`config.mk`:
```
export PLATFORM = sky130hd
export DESIGN_NAME = elevator_group_dispatch_controller
export DESIGN_NICKNAME = d
export VERILOG_FILES = /design/src/sv/egdc_pkg.sv /design/src/sv/egdc_front.sv /design/src/sv/egdc_back.sv /design/src/sv/elevator_group_dispatch_controller.sv
export SDC_FILE = /design/constraint.sdc
export NUM_CORES = 1
export LEC_CHECK = 0
export BUFFER_PORTS_ARGS = -buffer_cell sky130_fd_sc_hd__clkbuf_2
export CAP_MARGIN = 5
export CORE_ASPECT_RATIO = 2
export CORE_MARGIN = 2
export CORE_UTILIZATION = 66
export CTS_CLUSTER_DIAMETER = 120
export DETAILED_ROUTE_END_ITERATION = 10
export PLACE_DENSITY_LB_ADDON = 0.3
export SLEW_MARGIN = 5
export SYNTH_ARGS = -nofsm -noshare
export SYNTH_HDL_FRONTEND = slang
export SYNTH_SLANG_ARGS = --single-unit
```
`constraint.sdc`:
```
create_clock -name aclk -period 12.9 [get_ports aclk]
set_input_delay 0.645 -clock aclk [delete_from_list [all_inputs] [get_ports aclk]]
set_output_delay 0.645 -clock aclk [all_outputs]
set_load 0.02 [all_outputs]
```
`src/sv/egdc_pkg.sv`:
```
package egdc_pkg;
    localparam logic [1:0] MODE_IDLE = 2'd0;
    localparam logic [1:0] MODE_UP   = 2'd1;
    localparam logic [1:0] MODE_DOWN = 2'd2;
    localparam logic [1:0] MODE_DOOR = 2'd3;
    localparam logic [1:0] HEAD_UP   = 2'd0;
    localparam logic [1:0] HEAD_DOWN = 2'd1;
    localparam logic [1:0] HEAD_NONE = 2'd2;
    localparam logic [1:0] DISP_ZERO    = 2'd0;
    localparam logic [1:0] DISP_NEAREST = 2'd1;
    localparam logic [1:0] DISP_LOAD    = 2'd2;
    localparam logic       OP_REQUEST = 1'b0;
    localparam logic       OP_TICK    = 1'b1;
    localparam logic       CFG_DISPATCH_MODE = 1'b0;
    localparam logic       CFG_CARS_IN_USE   = 1'b1;
    localparam int unsigned WRONG_WAY_PENALTY = 10000;

    typedef struct packed {
        logic       opcode;
        logic [3:0] floor;
        logic [1:0] direction;
    } cmd_t;

    typedef struct packed {
        logic [2:0] car;
        logic       accepted;
        logic [3:0] car_floor;
        logic [1:0] car_mode;
        logic [1:0] car_heading;
        logic [5:0] pending;
        logic       last;
    } result_t;
endpackage

```
`src/sv/egdc_front.sv`:
```
// Accepts input requests, normalizes fields and pushes them into a two-entry queue.
module egdc_front #(
    parameter int NUM_FLOORS = 16
) (
    input  logic              aclk,
    input  logic              aresetn,
    input  logic              s_axis_tvalid,
    output logic              s_axis_tready,
    input  logic [7:0]        s_axis_tdata,
    input  logic              s_axis_tuser,
    output logic              q_valid,
    input  logic              q_ready,
    output egdc_pkg::cmd_t    q_cmd
);
    import egdc_pkg::*;

    cmd_t       ent_reg [2];
    cmd_t       in_cmd;
    logic [1:0] cnt_reg;
    logic       rd_ptr_reg;
    logic       wr_ptr_reg;
    logic       push;
    logic       pop;
    logic [3:0] fl_in;
    logic [1:0] dir_in;

    always_comb begin
        fl_in  = s_axis_tdata[3:0];
        dir_in = s_axis_tdata[5:4];
        if (32'(fl_in) > NUM_FLOORS - 1) begin
            fl_in = 4'(NUM_FLOORS - 1);
        end
        if (dir_in == 2'd3) begin
            dir_in = HEAD_NONE;
        end
        in_cmd.opcode    = s_axis_tuser;
        in_cmd.floor     = fl_in;
        in_cmd.direction = dir_in;
    end

    assign s_axis_tready = (cnt_reg != 2'd2);
    assign push  = s_axis_tvalid && s_axis_tready;
    assign q_valid = (cnt_reg != 2'd0);
    assign pop   = q_valid && q_ready;
    assign q_cmd = ent_reg[rd_ptr_reg];

    always_ff @(posedge aclk) begin
        if (!aresetn) begin
            cnt_reg    <= 2'd0;
            rd_ptr_reg <= 1'b0;
            wr_ptr_reg <= 1'b0;
        end else begin
            if (push) begin
                ent_reg[wr_ptr_reg] <= in_cmd;
                wr_ptr_reg <= ~wr_ptr_reg;
            end
            if (pop) begin
                rd_ptr_reg <= ~rd_ptr_reg;
            end
            cnt_reg <= cnt_reg + 2'(push) - 2'(pop);
        end
    end
endmodule

```
`src/sv/egdc_back.sv`:
```
// Executes one queued command at a time: requests by scoring, then updating;
// ticks by updating all cars, then reporting one car per cycle unless stalled.
module egdc_back #(
    parameter int NUM_CARS   = 4,
    parameter int NUM_FLOORS = 16
) (
    input  logic              aclk,
    input  logic              aresetn,
    input  logic              cfg_we,
    input  logic              cfg_addr,
    input  logic [3:0]        cfg_wdata,
    input  logic              q_valid,
    output logic              q_ready,
    input  egdc_pkg::cmd_t    q_cmd,
    output logic              m_axis_tvalid,
    input  logic              m_axis_tready,
    output logic [23:0]       m_axis_tdata,
    output logic              m_axis_tlast
);
    import egdc_pkg::*;

    localparam int CW = (NUM_CARS > 1) ? $clog2(NUM_CARS) : 1;
    localparam int FW = $clog2(NUM_FLOORS);
    localparam int NW = $clog2(NUM_CARS + 1);
    localparam int SW = 15;

    localparam logic [1:0] ST_IDLE   = 2'd0;
    localparam logic [1:0] ST_APPLY  = 2'd1;
    localparam logic [1:0] ST_REPORT = 2'd2;

    logic [1:0]            st_reg;
    logic [1:0]            disp_reg;
    logic [3:0]            ncfg_reg;
    logic [FW-1:0]         flr_reg  [NUM_CARS];
    logic [1:0]            mode_reg [NUM_CARS];
    logic [1:0]            head_reg [NUM_CARS];
    logic [NUM_FLOORS-1:0] up_reg   [NUM_CARS];
    logic [NUM_FLOORS-1:0] dn_reg   [NUM_CARS];
    logic [CW-1:0]         pick_reg;
    logic [CW-1:0]         idx_reg;
    logic [FW-1:0]         rfl_reg;
    logic [1:0]            rdir_reg;
    logic                  out_valid_reg;
    result_t               out_reg;
    logic [NW-1:0]         n_act;
    logic                  out_free;
    logic [SW-1:0]         score [NUM_CARS];
    logic [CW-1:0]         best;
    logic [SW-1:0]         best_s;
    logic [FW-1:0]         fl_req;

    function automatic logic [6:0] popc(input logic [NUM_FLOORS-1:0] v);
        logic [6:0] n;
        n = '0;
        for (int k = 0; k < NUM_FLOORS; k++) n = n + 7'(v[k]);
        return n;
    endfunction

    function automatic logic [FW-1:0] lowf(input logic [NUM_FLOORS-1:0] v);
        logic [FW-1:0] f;
        f = FW'(NUM_FLOORS - 1);
        for (int k = NUM_FLOORS - 1; k >= 0; k--) if (v[k]) f = FW'(k);
        return f;
    endfunction

    function automatic logic [FW-1:0] highf(input logic [NUM_FLOORS-1:0] v);
        logic [FW-1:0] f;
        f = '0;
        for (int k = 0; k < NUM_FLOORS; k++) if (v[k]) f = FW'(k);
        return f;
    endfunction

    function automatic logic [FW-1:0] dst(input logic [FW-1:0] a, input logic [FW-1:0] b);
        return (a > b) ? a - b : b - a;
    endfunction

    assign n_act  = (32'(ncfg_reg) > NUM_CARS) ? NW'(NUM_CARS) : NW'(ncfg_reg);
    assign out_free = !out_valid_reg || m_axis_tready;
    assign q_ready = (st_reg == ST_IDLE) && out_free;
    assign fl_req = FW'(q_cmd.floor);

    // Scores for every car in parallel; selection keeps the first minimum.
    always_comb begin
        for (int i = 0; i < NUM_CARS; i++) begin
            logic good;
            good = mode_reg[i] == MODE_IDLE || head_reg[i] == HEAD_NONE ||
                   (head_reg[i] == HEAD_UP && q_cmd.direction == HEAD_UP &&
                    flr_reg[i] <= fl_req) ||
                   (head_reg[i] == HEAD_DOWN && q_cmd.direction == HEAD_DOWN &&
                    flr_reg[i] >= fl_req);
            if (disp_reg == DISP_NEAREST) begin
                score[i] = SW'(dst(flr_reg[i], fl_req)) +
                           (good ? SW'(0) : SW'(WRONG_WAY_PENALTY));
            end else begin
                score[i] = SW'(popc(up_reg[i])) + SW'(popc(dn_reg[i]));
            end
        end
        best   = '0;
        best_s = '1;
        if (disp_reg == DISP_NEAREST || disp_reg == DISP_LOAD) begin
            for (int i = 0; i < NUM_CARS; i++) begin
                if (NW'(i) < n_act && score[i] < best_s) begin
                    best_s = score[i];
                    best   = CW'(i);
                end
            end
        end
    end

    function automatic result_t rep(input logic [CW-1:0] c, input logic acc,
                                    input logic lst, input logic [FW-1:0] f,
                                    input logic [1:0] m, input logic [1:0] h,
                                    input logic [NUM_FLOORS-1:0] u,
                                    input logic [NUM_FLOORS-1:0] d);
        result_t r;
        logic [7:0] p;
        p = 8'(popc(u)) + 8'(popc(d));
        r.car         = 3'(c);
        r.accepted    = acc;
        r.car_floor   = 4'(f);
        r.car_mode    = m;
        r.car_heading = h;
        r.pending     = (p > 8'd63) ? 6'd63 : p[5:0];
        r.last        = lst;
        return r;
    endfunction

    always_ff @(posedge aclk) begin
        logic emit;
        if (!aresetn) begin
            st_reg        <= ST_IDLE;
            disp_reg      <= DISP_ZERO;
            ncfg_reg      <= '0;
            out_valid_reg <= 1'b0;
            for (int i = 0; i < NUM_CARS; i++) begin
                flr_reg[i]  <= '0;
                mode_reg[i] <= MODE_IDLE;
                head_reg[i] <= HEAD_NONE;
                up_reg[i]   <= '0;
                dn_reg[i]   <= '0;
            end
        end else begin
            emit = 1'b0;
            if (cfg_we) begin
                if (cfg_addr == CFG_DISPATCH_MODE) begin
                    disp_reg <= (cfg_wdata[1:0] == 2'd3) ? DISP_ZERO : cfg_wdata[1:0];
                end else begin
                    ncfg_reg <= cfg_wdata;
                end
            end
            case (st_reg)
                ST_IDLE: begin
                    if (q_valid && out_free) begin
                        if (q_cmd.opcode == OP_REQUEST) begin
                            if (n_act == '0) begin
                                out_reg <= '{last: 1'b1, default: '0};
                                emit = 1'b1;
                            end else begin
                                pick_reg <= best;
                                rfl_reg  <= fl_req;
                                rdir_reg <= q_cmd.direction;
                                st_reg   <= ST_APPLY;
                            end
                        end else if (n_act != '0) begin
                            for (int i = 0; i < NUM_CARS; i++) begin
                                if (NW'(i) < n_act) begin
                                    logic [FW-1:0] nf;
                                    nf = flr_reg[i];
                                    case (mode_reg[i])
                                        MODE_UP: begin
                                            if (32'(nf) < NUM_FLOORS - 1) nf = nf + 1'b1;
                                            flr_reg[i] <= nf;
                                            if (up_reg[i][nf]) begin
                                                up_reg[i][nf] <= 1'b0;
                                                mode_reg[i]   <= MODE_DOOR;
                                            end
                                        end
                                        MODE_DOWN: begin
                                            if (nf != '0) nf = nf - 1'b1;
                                            flr_reg[i] <= nf;
                                            if (dn_reg[i][nf]) begin
                                                dn_reg[i][nf] <= 1'b0;
                                                mode_reg[i]   <= MODE_DOOR;
                                            end
                                        end
                                        MODE_DOOR: begin
                                            if (head_reg[i] != HEAD_DOWN) begin
                                                if (up_reg[i] != '0) begin
                                                    head_reg[i] <= HEAD_UP;
                                                    mode_reg[i] <= MODE_UP;
                                                end else if (dn_reg[i] != '0) begin
                                                    head_reg[i] <= HEAD_DOWN;
                                                    mode_reg[i] <= MODE_DOWN;
                                                end else begin
                                                    head_reg[i] <= HEAD_NONE;
                                                    mode_reg[i] <= MODE_IDLE;
                                                end
                                            end else begin
                                                if (dn_reg[i] != '0) begin
                                                    head_reg[i] <= HEAD_DOWN;
                                                    mode_reg[i] <= MODE_DOWN;
                                                end else if (up_reg[i] != '0) begin
                                                    head_reg[i] <= HEAD_UP;
                                                    mode_reg[i] <= MODE_UP;
                                                end else begin
                                                    head_reg[i] <= HEAD_NONE;
                                                    mode_reg[i] <= MODE_IDLE;
                                                end
                                            end
                                        end
                                        default: ;
                                    endcase
                                end
                            end
                            idx_reg <= '0;
                            st_reg  <= ST_REPORT;
                        end
                    end
                end
                ST_APPLY: begin
                    if (out_free) begin
                        logic [NUM_FLOORS-1:0] u, d;
                        logic [1:0] m, h;
                        logic [FW-1:0] cf;
                        cf = flr_reg[pick_reg];
                        u  = up_reg[pick_reg];
                        d  = dn_reg[pick_reg];
                        m  = mode_reg[pick_reg];
                        h  = head_reg[pick_reg];
                        if (rfl_reg == cf && m == MODE_IDLE) begin
                            m = MODE_DOOR;
                        end else begin
                            if (rdir_reg == HEAD_UP ||
                                (rdir_reg != HEAD_DOWN && rfl_reg > cf)) begin
                                u[rfl_reg] = 1'b1;
                            end else begin
                                d[rfl_reg] = 1'b1;
                            end
                            if (m == MODE_IDLE) begin
                                if (u != '0 && (d == '0 ||
                                    dst(lowf(u), cf) <= dst(highf(d), cf))) begin
                                    h = HEAD_UP;
                                    m = MODE_UP;
                                end else begin
                                    h = HEAD_DOWN;
                                    m = MODE_DOWN;
                                end
                            end
                        end
                        up_reg[pick_reg]   <= u;
                        dn_reg[pick_reg]   <= d;
                        mode_reg[pick_reg] <= m;
                        head_reg[pick_reg] <= h;
                        out_reg <= rep(pick_reg, 1'b1, 1'b1, cf, m, h, u, d);
                        emit = 1'b1;
                        st_reg  <= ST_IDLE;
                    end
                end
                ST_REPORT: begin
                    if (out_free) begin
                        logic lst;
                        lst = (NW'(idx_reg) + 1'b1) == n_act;
                        out_reg <= rep(idx_reg, 1'b0, lst, flr_reg[idx_reg],
                                       mode_reg[idx_reg], head_reg[idx_reg],
                                       up_reg[idx_reg], dn_reg[idx_reg]);
                        emit = 1'b1;
                        idx_reg <= idx_reg + 1'b1;
                        if (lst) st_reg <= ST_IDLE;
                    end
                end
                default: st_reg <= ST_IDLE;
            endcase
            if (emit) begin
                out_valid_reg <= 1'b1;
            end else if (m_axis_tready) begin
                out_valid_reg <= 1'b0;
            end
        end
    end

    assign m_axis_tvalid = out_valid_reg;
    assign m_axis_tlast  = out_reg.last;
    assign m_axis_tdata  = {6'd0, out_reg.pending, out_reg.car_heading,
                            out_reg.car_mode, out_reg.car_floor, out_reg.accepted,
                            out_reg.car};
endmodule

```
`src/sv/elevator_group_dispatch_controller.sv`:
```
// Elevator group dispatcher. Input items enter a two-entry queue and are
// carried out one at a time by the car engine. A hall request goes through
// car selection, then update, and gives one result; a tick updates all cars
// at once and then reports one car per cycle while the output is not
// stalled, one report for each car in use (cars_in_use, capped at NUM_CARS).
// The queue keeps accepting items while a result still waits, until it is full.
// cfg_addr 0 is dispatch_mode, 1 is cars_in_use.
module elevator_group_dispatch_controller #(
    parameter int NUM_CARS   = 4,
    parameter int NUM_FLOORS = 16
) (
    input  logic        aclk,
    input  logic        aresetn,
    input  logic        cfg_we,
    input  logic        cfg_addr,
    input  logic [3:0]  cfg_wdata,
    input  logic        s_axis_tvalid,
    output logic        s_axis_tready,
    input  logic [7:0]  s_axis_tdata,   // floor[3:0], direction[5:4]
    input  logic        s_axis_tuser,   // opcode
    output logic        m_axis_tvalid,
    input  logic        m_axis_tready,
    // car[2:0], accepted, car_floor[3:0], car_mode[1:0], car_heading[1:0], pending[5:0]
    output logic [23:0] m_axis_tdata,
    output logic        m_axis_tlast
);
    import egdc_pkg::*;

    logic q_valid;
    logic q_ready;
    cmd_t q_cmd;

    egdc_front #(.NUM_FLOORS(NUM_FLOORS)) u_front (
        .aclk(aclk), .aresetn(aresetn),
        .s_axis_tvalid(s_axis_tvalid), .s_axis_tready(s_axis_tready),
        .s_axis_tdata(s_axis_tdata), .s_axis_tuser(s_axis_tuser),
        .q_valid(q_valid), .q_ready(q_ready), .q_cmd(q_cmd)
    );

    egdc_back #(.NUM_CARS(NUM_CARS), .NUM_FLOORS(NUM_FLOORS)) u_back (
        .aclk(aclk), .aresetn(aresetn),
        .cfg_we(cfg_we), .cfg_addr(cfg_addr), .cfg_wdata(cfg_wdata),
        .q_valid(q_valid), .q_ready(q_ready), .q_cmd(q_cmd),
        .m_axis_tvalid(m_axis_tvalid), .m_axis_tready(m_axis_tready),
        .m_axis_tdata(m_axis_tdata), .m_axis_tlast(m_axis_tlast)
    );
endmodule

```
# After elaboration in Yosys (flattened, before gate mapping)
# Memories as Yosys holds them, arrays and structs flattened. A register that Yosys moved wholly into a read port is not among the register bits.
# Cells that the tools add are included.
[word_totals] reg_bits=42 ramBits=174 in_bits=19 output_inout_bits=27 word_cells=1470 memories=6
[classes] add_sub_neg=214 order_cmp=49 n_eq_ne=45 mux=843 bitwise=199 reduce_logical=96
[memory_table] memory="u_back.dn_reg" words=4 width=16 read_ports=6 rd_clocked_by_memory_dff=2 wr=4 line="egdc_back.sv:38" source="logic [NUM_FLOORS-1:0] dn_reg [NUM_CARS];"
[memory_table] memory="u_back.up_reg" words=4 width=16 read_ports=6 rd_clocked_by_memory_dff=2 wr=4 line="egdc_back.sv:37" source="logic [NUM_FLOORS-1:0] up_reg [NUM_CARS];"
[memory_table] memory="u_back.flr_reg" words=4 width=4 read_ports=6 rd_clocked_by_memory_dff=2 wr=4 line="egdc_back.sv:34" source="logic [FW-1:0] flr_reg [NUM_CARS];"
[memory_table] memory="u_front.ent_reg" words=2 width=7 read_ports=1 rd_clocked_by_memory_dff=1 wr=1 line="egdc_front.sv:17" source="cmd_t ent_reg [2];"
[memory_table] memory="u_back.head_reg" words=4 width=2 read_ports=6 rd_clocked_by_memory_dff=2 wr=4 line="egdc_back.sv:36" source="logic [1:0] head_reg [NUM_CARS];"
[memory_table] memory="u_back.mode_reg" words=4 width=2 read_ports=6 rd_clocked_by_memory_dff=2 wr=4 line="egdc_back.sv:35" source="logic [1:0] mode_reg [NUM_CARS];"
[op_table] op="$add 7x1->7" count=168
[op_table] op="$mux 1" count=551
[op_table] op="$mux 16" count=30
[op_table] op="$mux 4" count=104
[op_table] op="$mux 2" count=107
[op_table] op="$or 1x1->1" count=192
[op_table] op="$mux 15" count=10
[op_table] op="$reduce_bool 16->1" count=9
[op_table] op="$mux 19" count=5
[op_table] op="$add 4x15->15" count=4
[op_table] op="$pmux 19 s3" count=1
[op_table] op="$mux 14" count=4
[op_table] op="$add 7x7->8" count=6
[op_table] op="$sub 4x4->4" count=12
[op_table] op="$lt 15x15->1" count=3
[op_table] op="$lt 4x5->1 const B" count=9
[op_table] op="$demux 1 s4" count=9
[op_table] op="$ge 4x1->1 const B" count=9
[op_table] op="$logic_and 1x1->1" count=36
[op_table] op="$bmux 1 s4" count=8
[op_table] op="$eq 2x2->1 const B" count=16
[op_table] op="$or 16x16->16" count=2
[op_table] op="$reduce_or 16->1" count=2
[op_table] op="$gt 4x4->1" count=7
[op_table] op="41 further kinds" count=142

# Depth between registers and ports, before layout
# Gate-level depths: netlist (run 1).
[depth] word_depth=43 ltp_mapped=45 mapped_depth_nobuf=43

# Hierarchy
# Synthesis (run 1) repeated with hierarchy kept, for this count alone.
[unflattened] hier_cells=2483 hier_area_um2=23934.2
[by_module_without_submodules] module="egdc_back" n_inst=1 cells_per_inst=2434 area_per_inst_um2=23178.5 seq_area_each_um2=5905.7
[by_module_without_submodules] module="egdc_front" n_inst=1 cells_per_inst=49 area_per_inst_um2=755.7 seq_area_each_um2=520.5

# Least setup slack after synthesis (run 1)
# OpenSTA, ideal clock, no wires.
[synth_path] path_kind="register -> register" from="memory u_back.dn_reg[1][1]" to="register with a tool-made name" setup_time_ns=0.074 arrival_ns=9.258 required_ns=12.826 slack_ns=3.568 stages_incl_launch_ff=40 n_path_buf=2 synth_period_minus_slack_ns=9.332 cell_sequence="edfxtp_1 > inv_1 > ha_1 > inv_1 > fa_1 > fa_1 > fa_1 > fa_1 > fa_1 > fa_1 > inv_1 > ha_1 > a21o_1 > a21oi_1 > nor2b_1 > o21ai_0 > a21oi_1 > ha_1 > [4 not listed] > mux2_2 > nor2_1 > nor2_1 > ha_1 > o21ai_0 > a21o_1 > o31ai_1 > or2_2 > clkbuf_1 > mux2_2 > ha_1 > a21oi_1 > o221ai_1 > a21o_1 > a21oi_1 > nor3b_1 > o22ai_1 > a31oi_1"
[synth_lines] item="start: declaration" line="egdc_back.sv:38"

==> results of run 1 <==
## worst max path at each step
stage / startpoint / to / slack (ns)
finish: u_back.up_reg[0][0]$_SDFFCE_PN0P_ / register / 1.45
detailed placement: u_back.up_reg[0][0]$_SDFFCE_PN0P_ / register / 2.16
CTS: u_back.up_reg[0][0]$_SDFFCE_PN0P_ / register / 2.14
global route: u_back.up_reg[0][0]$_SDFFCE_PN0P_ / register / 1.09
global placement: u_back.up_reg[0][0]$_SDFFCE_PN0P_ / register / 2.34
floorplan: u_back.dn_reg[1][1]$_SDFFCE_PN0P_ / register / 3.57
## per-stage QoR
step	hold WS [ns]	util, %
6_report	0.244	70.3
5_1_grt	0.259	70.3
4_1_cts	0.251	70.3
3_5_place_dp	0.491	68.3
3_3_place_gp	0.479	68.3
2_1_floorplan	0.457	-
## metal layers
layer,GRT usage [%],wire length (µm),vias to the layer above,part of all wire (%)
li1,-,-,9643,-
met1,51.7,28200,11200,28
met2,81.0,45200,1863,44
met3,22.7,13600,843,13
met4,53.5,14700,8,14
met5,0.257,63,-,0.062
## Yosys cell counts, types with 9 or more instances
master and number:
fa_1 138, dfxtp_1 18, mux2_2 18, o21a_1 25, mux2i_1 75, o211ai_1 18, nor3b_1 12, nor4b_1 15
a22oi_1 19, buf_2 9, a31oi_1 32, and3_1 11, a21oi_1 140, nor2_1 268, a211oi_1 21, o221ai_1 10
nor4_1 24, and2_1 17, a221oi_1 9, nor3_1 46, a21o_1 60, nand3_1 48, xor2_1 13, o22ai_1 12
nor2b_1 64, or2_2 16, or3_1 12, mux4_2 89, o21ai_0 152, inv_1 352, nand2_1 141, clkbuf_1 101
o31ai_1 14, o2111ai_1 11, ha_1 206, nand3b_1 12, buf_1 14, xnor2_1 48, nand4_1 26, nand2b_1 45
edfxtp_1 202
## critical path, delay by kind of cell, from the launching register on
| family | cells | cell delay (ns) |
|---|---|---|
| adders and majority gates | 11 | 4.39 |
| AOI/OAI and AO/OA | 14 | 3.62 |
| xor gates and xnor gates | 2 | 1.15 |
| and+or+nand+nor | 5 | 0.82 |
| muxes | 2 | 0.77 |
| DFF | 1 | 0.50 |
| buffers and inverters | 2 | 0.15 |
## layout make-up
| class | count | area (µm²) |
|---|---|---|
| Antenna cell | 3 | 7.51 |
| Sequential cell | 220 | 6430 |
| Timing Repair Buffer | 95 | 623 |
| Multi-Input combinational cell | 2001 | 16900 |
| Inverter | 355 | 1330 |
| Fill cell | 2961 | 11200 |
| Clock buffer | 23 | 554 |
| Tap cell | 463 | 579 |
| Clock inverter | 17 | 178 |
## power groups by stage
| stage | clock network, mW | registers, mW | logic (mW) |
|---|---|---|---|
| 2_1_floorplan | 0 | 0.918 | 3.18 |
| 6_report | 0.689 | 0.943 | 4.95 |
| 3_3_place_gp | 0 | 0.945 | 4.38 |
| 3_5_place_dp | 0 | 0.949 | 4.63 |
| 4_1_cts | 0.680 | 0.933 | 4.66 |
| 5_1_grt | 0.706 | 0.943 | 5.35 |
## cell usage in the layout, fill, tap and decap left out, types with 13 or more instances in the layout
master       n
a22oi_1     19
xnor2_1     48
ha_1       205
nor3_1      45
nor4_1      22
nand2b_1    45
edfxtp_1   202
buf_4       59
a31oi_1     32
dfxtp_1     15
and2_1      17
o211ai_1    18
fa_1       138
nand2_1    141
a21oi_1    140
clkbuf_2    36
nand3_1     48
a211oi_1    21
nor2_1     266
inv_1      352
or2_2       16
o21ai_0    151
nor4b_1     15
mux2_2      18
clkbuf_16   22
nor2b_1     64
xor2_1      13
mux2i_1     74
mux4_2      89
o31ai_1     14
a21o_1      60
nand4_1     26
o21a_1      25
## cell families after synthesis
logic type / synth area share, %
AOI/OAI and AO/OA: 16.2
xor gates and xnor gates: 2.13
adders and majority gates: 21.3
buffers and inverters: 7.50
DFF: 25.6
muxes: 11.8
other: 0.0149
and+or+nand+nor: 15.5
==> flow_summary_export.csv, run 1 <==
group,metric,value,unit
worst_setup_path,crit_fanout,9,
min_path,holdPathStages,1,
worst_setup_path,start_kind,"register",
power_and_ir_drop,pwr-share-comb,75.2,%
logic_synthesis,synth_largest_area_cell,"edfxtp_1",
routing,via_per_inst,7.40,
logic_synthesis,ys.flop_type,"edfxtp_1",
die,fp-row-count,101,
run_status,violations,"max-capacitance violations, max-slew violations",
logic_synthesis,synth_warnings,0,
routing,wirelength,102000,µm
global_routing,grtUsageTotal,52.9,%
finish,design_area,26600,µm²
cts,h-tree-depth,1,
logic_synthesis,synth-seq-cells,220,
timing,period_minus_slack,11.45,ns
finish,syn_to_final_growth,5.77,%
logic_synthesis,synth_top_area_share,24.1,%
cts,post_cts_buffers,0,
cts,cts-resized-gates,0,
timing,setup_tns,0,ns
cts,clock_path_buffers,3,
placement,portBuffers,36,
timing,slew_violations,6,
logic_synthesis,syn_inst,2704,
run_status,outcome,"finished, violations left",
timing,max-slew-margin-rel,-1.24,%
worst_setup_path,r2r_setup_slack,1.45,ns
global_routing,grt_pass1_vias,23800,
worst_setup_path,cp_common_cell,"fa_1",
timing,setup_viol,0,
placement,dp_slack,2.16,ns
worst_setup_path,required,13.41,ns
min_path,hold_end,"u_front.ent_reg[0][3]$_DFFE_PP_",
die,start_util,66.5,%
die,die_h,280,µm
worst_setup_path,critical_path_class,"register to register",
timing,fin_skew,0.0612,ns
placement,dp_cells,3132,
cts,cts_root_buffer,"clkbuf_16",
worst_setup_path,end_kind,"register",
min_path,hold_path_startpoint,"s_axis_tdata[1]",
routing,first_iter_violations,3112,
global_routing,grt_pass1_wl,152000,µm
power_and_ir_drop,ir_worst_vdd,0.391,mV
logic_synthesis,yosys-top-cells-area,"edfxtp_1 24%, fa_1 11%, ha_1 10%",
timing,grt_setup_unrepaired,"no",
routing,ant_nets,0,
logic_synthesis,synth_area_per_cell,9.29,µm²
power_and_ir_drop,internal_power,3.10,mW
cts,tritoncts.num_buffers,22,
logic_synthesis,seq_area_frac_synth,25.6,%
timing,clock.fmax,87.3,MHz
power_and_ir_drop,power_frac_seq,14.3,%
die,core_area,37800,µm²
cts,cts_num_sinks,220,
cts,ctsHoldBuffers,0,
routing,vias,23500,
worst_setup_path,slowest_delay,0.93,ns
die,dieArea,39700,µm²
die,die_x,142,µm
cts,clk_pin_slew,0.07,ns
cts,cts_tree,"yes",
routing,wl_per_cell,32.1,µm
finish,num-nets-final,3058,
cts,clkLatencyLatePin,0.59,ns
worst_setup_path,worstPathArrival,11.96,ns
timing,hold_violations,0,
timing,worst_slew_pin_slew,1.52,ns
placement,post_dp_cell_area,25800,µm²
logic_synthesis,yosysUniqueCellTypes,88,
power_and_ir_drop,power,6.58,mW
logic_synthesis,synth_edf_count,202,
global_routing,overflow,0,
power_and_ir_drop,sw_frac_of_total,52.8,%
finish,drive_above_1_share,10.7,%
job,cap_violations,1,
worst_setup_path,rr_worst_depth,36,
min_path,hp-class,"input port to register",
power_and_ir_drop,switching_power,3.48,mW
logic_synthesis,synth-async-reset-ratio,0,%
routing,dr.pass1.iters,9,
routing,drc,0,
placement,dp_hpwl,78200,µm
worst_setup_path,rr_startpoint,"u_back.up_reg[0][0]$_SDFFCE_PN0P_",
timing,fin_ws,1.45,ns
die,io_pins,46,
finish,final_cells,3177,
timing,fin_crit_sh,88.8,%
logic_synthesis,syn_area,25100,µm²
global_routing,antenna_found_initial,10,
power_and_ir_drop,cellPowerDensity,248,nW/µm²
global_routing,grt_max_degree,52,
worst_setup_path,slowest_stage,"xnor2_1",
power_and_ir_drop,pwr-share-clk,10.5,%
placement,gp_congestion,1.19,
power_and_ir_drop,p_leak,11.2,nW
(Power assumes the default switching activity.)
==> run 2, diff against run 1 <==
--- a/config.mk
+++ b/config.mk
@@ -7,9 +7,11 @@
 export LEC_CHECK = 0
 export BUFFER_PORTS_ARGS = -buffer_cell sky130_fd_sc_hd__clkbuf_2
 export CAP_MARGIN = 5
+export CELL_PAD_IN_SITES_DETAIL_PLACEMENT = 1
+export CELL_PAD_IN_SITES_GLOBAL_PLACEMENT = 2
 export CORE_ASPECT_RATIO = 2
 export CORE_MARGIN = 2
-export CORE_UTILIZATION = 66
+export CORE_UTILIZATION = 42
 export CTS_CLUSTER_DIAMETER = 120
 export DETAILED_ROUTE_END_ITERATION = 10
 export PLACE_DENSITY_LB_ADDON = 0.3
==> flow_summary_export.csv, run 2 (synthesized netlist as in run 1, its figures left out) <==
group,metric,value,unit
cts,ctsHoldBuffers,0,
power_and_ir_drop,cellPowerDensity,243,nW/µm²
worst_setup_path,crit_fanout,9,
finish,mostFrequentLayoutCells,"352 x inv_1, 266 x nor2_1, 205 x ha_1",
worst_setup_path,cp_common_cell,"fa_1",
placement,dp_hpwl,91400,µm
cts,clkLatencyLatePin,0.59,ns
timing,hold_violations,0,
cts,cts_tree,"yes",
worst_setup_path,required,13.41,ns
cts,cts-resized-gates,0,
finish,num-nets-final,3070,
cts,h-tree-depth,1,
power_and_ir_drop,p_leak,11.3,nW
cts,cts_root_buffer,"clkbuf_16",
global_routing,overflow,0,
routing,ant_nets,0,
power_and_ir_drop,power,6.60,mW
global_routing,grt_max_degree,52,
routing,dr.pass1.iters,5,
routing,drc,0,
finish,fin_util,45.9,%
timing,setup_tns,0,ns
placement,dp_cells,3449,
die,io_pins,46,
die,dieArea,61900,µm²
finish,drive_above_1_share,11.0,%
finish,final_cells,3496,
timing,fin_skew,0.0266,ns
timing,max-slew-margin-rel,4.86,%
die,core_area,59100,µm²
finish,nFillCells,6832,
placement,post_dp_cell_area,26300,µm²
timing,setup_viol,0,
timing,period_minus_slack,11.28,ns
timing,worst_slew_pin_slew,1.43,ns
routing,wirelength,114000,µm
cts,post_cts_buffers,0,
die,die_x,177,µm
finish,seqCellArea,6430,µm²
worst_setup_path,end_kind,"register",
placement,gp_congestion,1.07,
worst_setup_path,start_kind,"register",
routing,wl_per_cell,32.5,µm
timing,clock.fmax,88.7,MHz
finish,multi_input_area,16900,µm²
worst_setup_path,worstPathArrival,11.79,ns
job,cap_violations,0,
cts,cts_num_sinks,220,
routing,first_iter_violations,1854,
timing,whs,0.255,ns
cts,clk_pin_slew,0.07,ns
run_status,outcome,"finished, final reports clean",
timing,fin_crit_sh,87.4,%
timing,fin_ws,1.62,ns
timing,grt_setup_unrepaired,"no",
global_routing,grt_pass1_wl,163000,µm
placement,dp_slack,1.94,ns
global_routing,antenna_found_initial,8,
global_routing,grt_pass1_vias,24300,
cts,tritoncts.num_buffers,24,
routing,via_per_inst,6.47,
power_and_ir_drop,ir_worst_vdd,0.286,mV
finish,mostFrequentLayoutCell,"inv_1",
finish,design_area,27100,µm²
worst_setup_path,critical_path_class,"register to register",
worst_setup_path,r2r_setup_slack,1.62,ns
routing,vias,22600,
die,start_util,42.5,%
die,fp-row-count,126,
timing,slew_violations,0,
die,die_h,350,µm
cts,clock_path_buffers,3,
placement,portBuffers,36,
finish,syn_to_final_growth,7.99,%
worst_setup_path,slowest_delay,0.80,ns
min_path,hp-class,"input port to register",
worst_setup_path,slowest_stage,"o31ai_1",
global_routing,grtUsageTotal,37.1,%
## run 2: cell types whose count changed in the layout (fill, tap and decap cells not counted), sizes merged
cell / previous run / this run
buf: 59 / 69
bufinv: 2 / 3
clkbuf: 59 / 68
clkinvlp: 2 / 1
inv: 359 / 354
## run 2: path summary, 6_finish.rpt
path	startpoint	depth (start not counted)	end
max reg2reg	u_back.up_reg[0][0]$_SDFFCE_PN0P_	36	register
min reg2reg	u_back.disp_reg[1]$_SDFFE_PN0P_	2	u_back.disp_reg[1]$_SDFFE_PN0P_
max	u_back.up_reg[0][0]$_SDFFCE_PN0P_	36	register
min	s_axis_tdata[2]	1	u_front.ent_reg[1][4]$_DFFE_PP_
## run 2: final cells by class
class,instances,share of cell area (%)
Antenna cell,3,0.0277
Clock buffer,32,2.36
Clock inverter,12,0.659
Inverter,355,4.91
Multi-Input combinational cell,2001,62.2
Sequential cell,220,23.7
Tap cell,768,3.54
Timing Repair Buffer,105,2.57
## run 2: worst max-delay path: cells and delay by family (launching register included)
family	cells	cell delay [ns]
compound gates	14	3.78
flops	1	0.51
buf+inv	2	0.15
simple gates	5	0.81
xor+xnor	2	0.76
fa+ha+maj	11	4.40
mux	2	0.78
## run 2: metal layers
layer | part of all wire (%) | routed length (µm) | track usage (%)
met3 | 7.9 | 8970 | 7.69
met1 | 31 | 34800 | 36.5
met4 | 12 | 13800 | 35.8
met5 | 0.045 | 51 | 0.801
met2 | 49 | 56000 | 63.6
## run 2: report_power, final
part           switching [mW]  internal, mW
combinational            3.02          1.88
clock                   0.329         0.416
sequential              0.101         0.849
total                    3.45          3.15
